--- config.mk ---
export PLATFORM = sky130hd
export DESIGN_NAME = width_tick_correction_and_sensor_health
export DESIGN_NICKNAME = d
export VERILOG_FILES = /design/src/design/wtcsh_pkg.sv /design/src/design/width_tick_correction_and_sensor_health.sv
export SDC_FILE = /design/constraint.sdc
export NUM_CORES = 1
export LEC_CHECK = 0
export ABC_AREA = 1
export ABC_CLOCK_PERIOD_IN_PS = 7270
export BUFFER_PORTS_ARGS = -buffer_cell sky130_fd_sc_hd__buf_2
export CAP_MARGIN = 40
export CORE_MARGIN = 2
export CORE_UTILIZATION = 65
export DETAILED_ROUTE_END_ITERATION = 16
export GPL_TIMING_DRIVEN = 0
export PLACE_DENSITY = 0.84
export SETUP_SLACK_MARGIN = 0.3
export SLEW_MARGIN = 10
export SYNTH_ARGS = -nofsm -noshare
export SYNTH_HDL_FRONTEND = slang
export SYNTH_SLANG_ARGS = --single-unit
--- constraint.sdc ---
create_clock -name clk_i -period 7.27 [get_ports clk_i]
set_input_delay 1.0905 -clock clk_i [delete_from_list [all_inputs] [get_ports clk_i]]
set_output_delay 1.0905 -clock clk_i [all_outputs]
set_load 0.02 [all_outputs]
--- src/design/wtcsh_pkg.sv ---
// Shared codes and constants for the width tick correction and sensor health block.
// No dependencies; the top level refers to everything here by scoped name.
package wtcsh_pkg;

  // Item command codes
  typedef enum logic [2:0] {
    CMD_TICK     = 3'd0,
    CMD_ECHO     = 3'd1,
    CMD_LOAD_INC = 3'd2,
    CMD_LOAD_FST = 3'd3,
    CMD_LOAD_DEC = 3'd4
  } cmd_e;

  // Configuration register indexes
  typedef enum logic [1:0] {
    CFG_AUTO_MODE    = 2'd0,
    CFG_DELAY_SEC    = 2'd1,
    CFG_TRIG_WINDOW  = 2'd2,
    CFG_ECHO_MINIMUM = 2'd3
  } cfg_idx_e;

  // Phase codes
  typedef enum logic [1:0] {
    PHASE_UNSET    = 2'd0,
    PHASE_INTEGR   = 2'd1,
    PHASE_PROC_DLY = 2'd2
  } phase_e;

  // Pulse counter slots, also the bit order of the drive outputs
  localparam int unsigned PulseInc   = 0;
  localparam int unsigned PulseFast  = 1;
  localparam int unsigned PulseDec   = 2;
  localparam int unsigned PulseCount = 3;

  localparam int unsigned CntW    = 8;
  localparam int unsigned PulseW  = 16;
  localparam int unsigned DelaySW = 10;
  localparam int unsigned MaskW   = 4;

  localparam logic [CntW-1:0]   CountMax       = 8'd255;
  localparam logic [PulseW-1:0] TicksPerSecond = 16'd50;

  localparam logic [DelaySW-1:0] ResetDelaySec  = 10'd10;
  localparam logic [CntW-1:0]    ResetTrigWin   = 8'd50;
  localparam logic [CntW-1:0]    ResetEchoMin   = 8'd40;

endpackage

--- src/design/width_tick_correction_and_sensor_health.sv ---
// Width tick correction and sensor health: tick handling, echo counting, pulse counters.
// Depends on wtcsh_pkg for command codes, register indexes, phase codes and constants.
// The result beat of an accepted input beat is registered and appears on the output in the next cycle.
// Throughput: one item per cycle; the input is ready whenever the result slot is empty
//   or is being taken in the same cycle, so beats stream back to back.
// Reset (rst_ni low, asynchronous): configuration returns to its defaults (auto off,
//   10 s delay, window 50, echo minimum 40); all counters, flags, alarms, phase and
//   drive bits clear, and the output slot empties.
module width_tick_correction_and_sensor_health #(
  parameter int unsigned SENSOR_COUNT = 4
) (
  input  logic        clk_i,
  input  logic        rst_ni,
  // configuration write port
  input  logic        cfg_we_i,
  input  logic [1:0]  cfg_idx_i,
  input  logic [9:0]  cfg_data_i,
  // input channel
  input  logic        in_valid_i,
  output logic        in_ready_o,
  input  logic [2:0]  command_i,
  input  logic        paused_i,
  input  logic [1:0]  sensor_i,
  input  logic [15:0] count_value_i,
  // output channel
  output logic        out_valid_o,
  input  logic        out_ready_i,
  output logic        increase_drive_o,
  output logic        fast_increase_drive_o,
  output logic        decrease_drive_o,
  output logic [1:0]  phase_o,
  output logic        correction_active_o,
  output logic [3:0]  alarm_raise_o,
  output logic [3:0]  alarm_clear_o,
  output logic [3:0]  healthy_mask_o,
  output logic [3:0]  faulty_mask_o
);

  localparam int unsigned CntW   = wtcsh_pkg::CntW;
  localparam int unsigned PulseW = wtcsh_pkg::PulseW;
  localparam int unsigned NPulse = wtcsh_pkg::PulseCount;
  localparam int unsigned MaskW  = wtcsh_pkg::MaskW;
  // sensor numbers are compared two bits wider than the field so any sensor index up to 15 fits
  localparam int unsigned SelW   = 4;

  // ---------------------------------------------------------------------------
  // Configuration registers
  // ---------------------------------------------------------------------------
  logic                           auto_q;
  logic [wtcsh_pkg::DelaySW-1:0]  delay_sec_q;
  logic [CntW-1:0]                trig_win_q;
  logic [CntW-1:0]                echo_min_q;

  always_ff @(posedge clk_i or negedge rst_ni) begin
    if (!rst_ni) begin
      auto_q      <= 1'b0;
      delay_sec_q <= wtcsh_pkg::ResetDelaySec;
      trig_win_q  <= wtcsh_pkg::ResetTrigWin;
      echo_min_q  <= wtcsh_pkg::ResetEchoMin;
    end else if (cfg_we_i) begin
      unique case (wtcsh_pkg::cfg_idx_e'(cfg_idx_i))
        wtcsh_pkg::CFG_AUTO_MODE:    auto_q      <= cfg_data_i[0];
        wtcsh_pkg::CFG_DELAY_SEC:    delay_sec_q <= cfg_data_i;
        wtcsh_pkg::CFG_TRIG_WINDOW:  trig_win_q  <= cfg_data_i[CntW-1:0];
        wtcsh_pkg::CFG_ECHO_MINIMUM: echo_min_q  <= cfg_data_i[CntW-1:0];
        default: ;
      endcase
    end
  end

  // ---------------------------------------------------------------------------
  // Handshake: the single result slot frees as it is taken, so a new beat enters
  // in the same cycle the previous result leaves.
  // ---------------------------------------------------------------------------
  logic out_valid_q;
  logic in_fire;

  assign in_ready_o = !out_valid_q || out_ready_i;
  assign in_fire    = in_valid_i && in_ready_o;

  // ---------------------------------------------------------------------------
  // State
  // ---------------------------------------------------------------------------
  logic [SENSOR_COUNT-1:0][CntW-1:0] trig_q, trig_d;
  logic [SENSOR_COUNT-1:0][CntW-1:0] echo_q, echo_d;
  logic [SENSOR_COUNT-1:0]           healthy_q, healthy_d;
  logic [SENSOR_COUNT-1:0]           faulty_q, faulty_d;
  logic [SENSOR_COUNT-1:0]           alarm_q, alarm_d;
  logic [NPulse-1:0][PulseW-1:0]     pulse_q, pulse_d;
  logic [PulseW-1:0]                 delay_q, delay_d;
  wtcsh_pkg::phase_e                 phase_q, phase_d;
  logic [NPulse-1:0]                 drive_q, drive_d;
  logic [SENSOR_COUNT-1:0]           raise_d, clear_d;
  logic [SENSOR_COUNT-1:0]           raise_q, clear_q;

  // delay load is seconds times fifty; a constant product, fits 16 bits for any 10-bit value
  logic [PulseW-1:0] delay_load;
  assign delay_load = PulseW'(delay_sec_q) * wtcsh_pkg::TicksPerSecond;

  logic [SelW-1:0] sel;
  assign sel = SelW'(sensor_i);

  always_comb begin
    logic expired;
    logic [PulseW-1:0] dly_next;

    trig_d    = trig_q;
    echo_d    = echo_q;
    healthy_d = healthy_q;
    faulty_d  = faulty_q;
    alarm_d   = alarm_q;
    pulse_d   = pulse_q;
    delay_d   = delay_q;
    phase_d   = phase_q;
    drive_d   = drive_q;
    raise_d   = '0;
    clear_d   = '0;
    expired   = 1'b0;
    dly_next  = delay_q;

    unique case (wtcsh_pkg::cmd_e'(command_i))
      wtcsh_pkg::CMD_TICK: begin
        if (!paused_i) begin
          for (int i = 0; i < SENSOR_COUNT; i++) begin
            // judge a sensor whose window is full, then clear its counts
            if (trig_q[i] >= trig_win_q) begin
              trig_d[i]    = '0;
              echo_d[i]    = '0;
              healthy_d[i] = echo_q[i] > echo_min_q;
              faulty_d[i]  = !(echo_q[i] > echo_min_q);
            end
            // raise or clear the alarm only on a change
            if (faulty_d[i] && !alarm_q[i]) begin
              alarm_d[i] = 1'b1;
              raise_d[i] = 1'b1;
            end else if (healthy_d[i] && alarm_q[i]) begin
              alarm_d[i] = 1'b0;
              clear_d[i] = 1'b1;
            end
            // bump the triggered sensor after judging, saturating
            if (sel == SelW'(i) && trig_d[i] != wtcsh_pkg::CountMax) begin
              trig_d[i] = trig_d[i] + CntW'(1);
            end
          end
        end
        // drive and decrement each pulse counter on every tick
        for (int p = 0; p < NPulse; p++) begin
          drive_d[p] = pulse_q[p] != '0;
          if (pulse_q[p] != '0) begin
            pulse_d[p] = pulse_q[p] - PulseW'(1);
            if (pulse_q[p] == PulseW'(1) && auto_q) begin
              expired = 1'b1;
            end
          end
        end
        if (delay_q != '0) begin
          dly_next = delay_q - PulseW'(1);
          if (delay_q == PulseW'(1) && auto_q) begin
            phase_d = wtcsh_pkg::PHASE_INTEGR;
          end
        end
        delay_d = dly_next;
        // a pulse expiry outranks the delay running out on the same tick
        if (expired) begin
          phase_d = wtcsh_pkg::PHASE_PROC_DLY;
          delay_d = delay_load;
        end
      end
      wtcsh_pkg::CMD_ECHO: begin
        for (int i = 0; i < SENSOR_COUNT; i++) begin
          if (sel == SelW'(i) && echo_q[i] != wtcsh_pkg::CountMax) begin
            echo_d[i] = echo_q[i] + CntW'(1);
          end
        end
      end
      wtcsh_pkg::CMD_LOAD_INC: pulse_d[wtcsh_pkg::PulseInc]  = count_value_i;
      wtcsh_pkg::CMD_LOAD_FST: pulse_d[wtcsh_pkg::PulseFast] = count_value_i;
      wtcsh_pkg::CMD_LOAD_DEC: pulse_d[wtcsh_pkg::PulseDec]  = count_value_i;
      default: ; // unknown commands leave the state alone
    endcase
  end

  always_ff @(posedge clk_i or negedge rst_ni) begin
    if (!rst_ni) begin
      trig_q      <= '0;
      echo_q      <= '0;
      healthy_q   <= '0;
      faulty_q    <= '0;
      alarm_q     <= '0;
      pulse_q     <= '0;
      delay_q     <= '0;
      phase_q     <= wtcsh_pkg::PHASE_UNSET;
      drive_q     <= '0;
      raise_q     <= '0;
      clear_q     <= '0;
      out_valid_q <= 1'b0;
    end else begin
      if (in_fire) begin
        trig_q    <= trig_d;
        echo_q    <= echo_d;
        healthy_q <= healthy_d;
        faulty_q  <= faulty_d;
        alarm_q   <= alarm_d;
        pulse_q   <= pulse_d;
        delay_q   <= delay_d;
        phase_q   <= phase_d;
        drive_q   <= drive_d;
        raise_q   <= raise_d;
        clear_q   <= clear_d;
      end
      if (in_fire) begin
        out_valid_q <= 1'b1;
      end else if (out_ready_i) begin
        out_valid_q <= 1'b0;
      end
    end
  end

  // ---------------------------------------------------------------------------
  // Result beat. State only moves when a beat is accepted, and a beat is only
  // accepted when the slot frees, so the state registers always hold the state
  // after the item now on the output; only the per-item alarm edges need their
  // own registers. The user changes configuration only while idle; not enforced.
  // ---------------------------------------------------------------------------
  assign out_valid_o           = out_valid_q;
  assign increase_drive_o      = drive_q[wtcsh_pkg::PulseInc];
  assign fast_increase_drive_o = drive_q[wtcsh_pkg::PulseFast];
  assign decrease_drive_o      = drive_q[wtcsh_pkg::PulseDec];
  assign phase_o               = phase_q;
  assign correction_active_o   = auto_q && (pulse_q != '0);

  // masks carry sensors 0 to 3; missing sensors read as zero
  for (genvar j = 0; j < MaskW; j++) begin : g_mask
    if (j < SENSOR_COUNT) begin : g_have
      assign alarm_raise_o[j]  = raise_q[j];
      assign alarm_clear_o[j]  = clear_q[j];
      assign healthy_mask_o[j] = healthy_q[j];
      assign faulty_mask_o[j]  = faulty_q[j];
    end else begin : g_none
      assign alarm_raise_o[j]  = 1'b0;
      assign alarm_clear_o[j]  = 1'b0;
      assign healthy_mask_o[j] = 1'b0;
      assign faulty_mask_o[j]  = 1'b0;
    end
  end

`ifndef SYNTHESIS
  // a sensor is never judged healthy and faulty at once
  a_flags_exclusive : assert property (@(posedge clk_i) disable iff (!rst_ni)
    (healthy_q & faulty_q) == '0)
    else $error("sensor flagged healthy and faulty together");

  // an alarm cannot be raised and cleared on the same item
  a_raise_clear_excl : assert property (@(posedge clk_i) disable iff (!rst_ni)
    (raise_q & clear_q) == '0)
    else $error("alarm raised and cleared on one item");

  // every accepted beat lands in the result slot
  a_accept_fills : assert property (@(posedge clk_i) disable iff (!rst_ni)
    in_fire |=> out_valid_q)
    else $error("accepted beat produced no result");

  // only an unpaused tick may move the alarms
  a_alarm_only_tick : assert property (@(posedge clk_i) disable iff (!rst_ni)
    in_fire && (command_i != wtcsh_pkg::CMD_TICK || paused_i)
      |=> raise_q == '0 && clear_q == '0 && $stable(alarm_q))
    else $error("alarm changed outside an unpaused tick");
`endif

endmodule
==> impl_metrics.ini <==
[routing]
drc = 0
drt.antenna.violating_nets = 0
first_pass_iters = 5
met3_length_mm = 1.80
detailroute.wirelength.met2_mm = 15.8
via_count = 12212
post_drt_wl_per_cell_um = 15.7
drt_initial_violations = 1007
vias_per_cell = 5.74
uppermost_routed_layer = met4
met1Wirelength_mm = 14.6
final_routed_wirelength_across_all_metal_layers_mm = 33.4

[cts]
postCtsSetupRepairBufs = 0
numClockSinks = 181
cts_bufs_inserted = 17
worst_skew_pair.late_latency_ns = 0.44
post_cts_hold_buffer_count = 0
ctsResizeCount = 0
path_clk_slew_ns = 0.07
clock_tree.buffer_depth = 2
cts_tree = yes
cts-root-buf = sky130_fd_sc_hd__clkbuf_16
number_of_levels_the_h_tree_was_split_into = 4

[cells_and_area]
num-nets-final = 2007
area_growth_synth_to_finish_pct = 9.68
drive_gt1_frac = 0.0898

[floorplan]
fp.dieArea_um2 = 21000
design.portCount = 63
initial_core_util = 0.662
core.rowCount = 51
die_height_um = 145
core_um2 = 19500
dieWidth_um = 145

[worst_setup_path]
regToRegStartpoint = delay_sec_q[3]
timing_worst_setup_path_type = register to register
r2r_end = delay_q[13]
crit_path_start = delay_sec_q[3]
ff2ff_setup_slack_ns = 4.04
timing.critical_path.required_ns = 7.60
crit_path_max_fanout = 5
end_kind = register
type_of_origin_of_the_critical_path = register
critPathArrivalTime_ns = 3.56
rr_worst_depth = 14

[global_route]
grt_max_degree = 100
grt_pass1_vias = 11700
grt_usage = 0.332
grt.overflow.total = 0
antenna_violations_before_repair = 1
wire_length_of_the_first_global_routing_pass_mm = 55.3

[place]
place.detailed.hpwl_mm = 25.0
finalWeightedCongestion = 0.933
dp_slack_ns = 4.05
number_of_port_buffers = 62

[yosys]
synth.avg_cell_area_um2 = 7.30
synthesis.nets = 1925
synth_enable_flop_cells = 0
yosys_register_bits = 181
synth-compound-area-share = 0.128
muxShareOfSynthArea = 0
synth_cell_types = 56
synth_simple_gate_area_share = 0.280
synthesis.area_um2 = 12900
yosys.area_share.xor_xnor = 0.0347
synth_adder_area_share = 0.120
ys_async_sr_fraction = 1.00
synth_top_flop_cell = sky130_fd_sc_hd__dfrtp_1
synth.yosys.seq_area_share = 0.352
netlist_instances = 1765
synth_top_family_by_area = simple AND/OR/NAND/NOR gates
synth.yosys.warnings = 0

[sta]
period_minus_slack_ns = 3.23
worst-slew-pin-transition_ns = 0.747
timing.clock.skew_ns = 0.0145
final_min_period_over_clock_period = 0.444
worst_slew_margin_rel = 0.502
rsz0062_at_grt = no
finalSetupTns_ns = 0
maxClockFrequency_mhz = 310
finalHoldViolCount = 0
setup_slack_ns = 4.04
count_of_endpoints_failing_setup_in_the_final_report = 0
maxSlewViolCount = 0

[job]
cap_viol_max_count = 0

[hold_path]
hold_end = trig_win_q[6]
worst_hold_startpoint = trig_win_q[6]
worstHoldPathCells = 2
min_path_type = register to register

[pwr]
total_power_mw = 3.90
vdd_ir_drop_max_v = 0.000190
power_density_nw_per_um2 = 276
total_leakage_power_nw = 7.23

[run_status]
outcome = finished clean
flip-flops by register name (all words and copies together) (netlist names), 4 cells and up:
signal / count
delay_q: 16
healthy_mask_o: 4
delay_sec_q: 10
trig_win_q: 8
alarm_q: 4
echo_min_q: 8
alarm_raise_o: 4
pulse_q: 48
trig_q: 32
faulty_mask_o: 4
alarm_clear_o: 4
echo_q: 32
layer usage:
layer  GRT usage  vias up
met5           0        -
met4       0.146        0
met3      0.0471       82
met2       0.554      419
met1       0.433     5748
li1            -     5963
placed cells by master, fill, tap and decap left out, types with 3 or more instances in the layout:
| cell type | instances |
|---|---|
| sky130_fd_sc_hd__nand2_1 | 451 |
| sky130_fd_sc_hd__inv_1 | 231 |
| sky130_fd_sc_hd__dfrtp_1 | 174 |
| sky130_fd_sc_hd__o21ai_0 | 156 |
| sky130_fd_sc_hd__nor2_1 | 153 |
| sky130_fd_sc_hd__ha_1 | 116 |
| sky130_fd_sc_hd__nand3_1 | 88 |
| sky130_fd_sc_hd__buf_2 | 75 |
| sky130_fd_sc_hd__a21oi_1 | 73 |
| sky130_fd_sc_hd__nand4_1 | 47 |
| sky130_fd_sc_hd__xor2_1 | 38 |
| sky130_fd_sc_hd__nor3_1 | 37 |
| sky130_fd_sc_hd__o21ai_1 | 20 |
| sky130_fd_sc_hd__clkbuf_1 | 17 |
| sky130_fd_sc_hd__clkbuf_16 | 17 |
| sky130_fd_sc_hd__nand3b_1 | 13 |
| sky130_fd_sc_hd__xnor2_1 | 13 |
| sky130_fd_sc_hd__nor2_2 | 11 |
| sky130_fd_sc_hd__o211ai_1 | 11 |
| sky130_fd_sc_hd__nand2_2 | 9 |
| sky130_fd_sc_hd__inv_2 | 9 |
| sky130_fd_sc_hd__a31oi_1 | 9 |
| sky130_fd_sc_hd__dfstp_2 | 7 |
| sky130_fd_sc_hd__o22ai_1 | 6 |
| sky130_fd_sc_hd__inv_6 | 6 |
| sky130_fd_sc_hd__nor4_1 | 5 |
| sky130_fd_sc_hd__fa_1 | 5 |
| sky130_fd_sc_hd__nand3_2 | 4 |
| sky130_fd_sc_hd__o21a_1 | 4 |
| sky130_fd_sc_hd__buf_4 | 4 |
| sky130_fd_sc_hd__nor2_4 | 3 |
| sky130_fd_sc_hd__o31ai_1 | 3 |
| sky130_fd_sc_hd__clkinv_4 | 3 |
worst max path at each step:
stage,endpoint,cells past startpoint
after floorplan,delay_q[13],14
after global placement,trig_q[30],1
after detailed placement,delay_q[13],14
after CTS,delay_q[13],14
after global routing,delay_q[13],14
final,delay_q[13],14
where the power goes:
| group | internal [mW] | switching (mW) | leakage (nW) |
|---|---|---|---|
| clock network | 0.469 | 0.437 | 0.277 |
| logic | 0.557 | 0.941 | 4.69 |
| registers | 1.25 | 0.246 | 2.27 |
| total | 2.28 | 1.62 | 7.23 |
metrics by stage:
| step | utilization | area [µm²] | instances | hold slack, ns |
|---|---|---|---|---|
| global placement | 0.695 | 13500 | 2092 | 0.453 |
| finish | 0.726 | 14100 | 2126 | 0.489 |
| global route | 0.726 | 14100 | 2126 | 0.508 |
| detailed placement | 0.697 | 13600 | 2093 | 0.463 |
| CTS | 0.726 | 14100 | 2125 | 0.481 |
| floorplan | - | 12900 | 1765 | 0.443 |
Yosys cell counts (all sizes together), types with 11 or more instances:
| library cell | number | area share |
|---|---|---|
| nand3b | 13 | 0.0076 |
| nor3 | 38 | 0.015 |
| xnor2 | 13 | 0.0088 |
| o211ai | 11 | 0.0064 |
| nor2 | 167 | 0.053 |
| nand4 | 47 | 0.023 |
| xor2 | 38 | 0.026 |
| nand3 | 92 | 0.037 |
| clkbuf | 16 | 0.0047 |
| inv | 240 | 0.070 |
| dfrtp | 174 | 0.34 |
| buf | 21 | 0.0098 |
| o21ai | 177 | 0.069 |
| a21oi | 74 | 0.029 |
| nand2 | 462 | 0.14 |
| ha | 116 | 0.11 |
layout make-up:
| class | count | area [µm²] |
|---|---|---|
| Multi-Input combinational cell | 1306 | 7260 |
| Fill cell | 1553 | 5330 |
| Sequential cell | 181 | 4540 |
| Inverter | 241 | 906 |
| Clock buffer | 20 | 457 |
| Timing Repair Buffer | 63 | 348 |
| Tap cell | 265 | 332 |
| Buffer | 37 | 186 |
| Clock inverter | 12 | 109 |
| Antenna cell | 1 | 2.50 |
cells by family (layout without fill, tap and decap cells):
| group | count (synthesis) | count (layout) |
|---|---|---|
| AOI/OAI and AO/OA | 302 | 302 |
| xor gates and xnor gates | 51 | 51 |
| adders and majority gates | 121 | 121 |
| buffers and inverters | 278 | 373 |
| DFF | 181 | 181 |
| other | 0 | 1 |
| and+or+nand+nor | 832 | 832 |
worst max-delay path, cell delays in order, from the launching register on:
cell and delay (ns):
sky130_fd_sc_hd__dfstp_2 0.57, sky130_fd_sc_hd__ha_1 0.24, sky130_fd_sc_hd__ha_1 0.27, sky130_fd_sc_hd__inv_1 0.05, sky130_fd_sc_hd__fa_1 0.51, sky130_fd_sc_hd__inv_1 0.04
sky130_fd_sc_hd__ha_1 0.36, sky130_fd_sc_hd__a21oi_1 0.22, sky130_fd_sc_hd__o21ai_0 0.16, sky130_fd_sc_hd__a21oi_1 0.21, sky130_fd_sc_hd__o21ai_0 0.13, sky130_fd_sc_hd__xnor2_1 0.15
sky130_fd_sc_hd__nor2_1 0.07, sky130_fd_sc_hd__nor2_1 0.10, sky130_fd_sc_hd__nor2_1 0.04
Power figures use the tool's default switching activity.
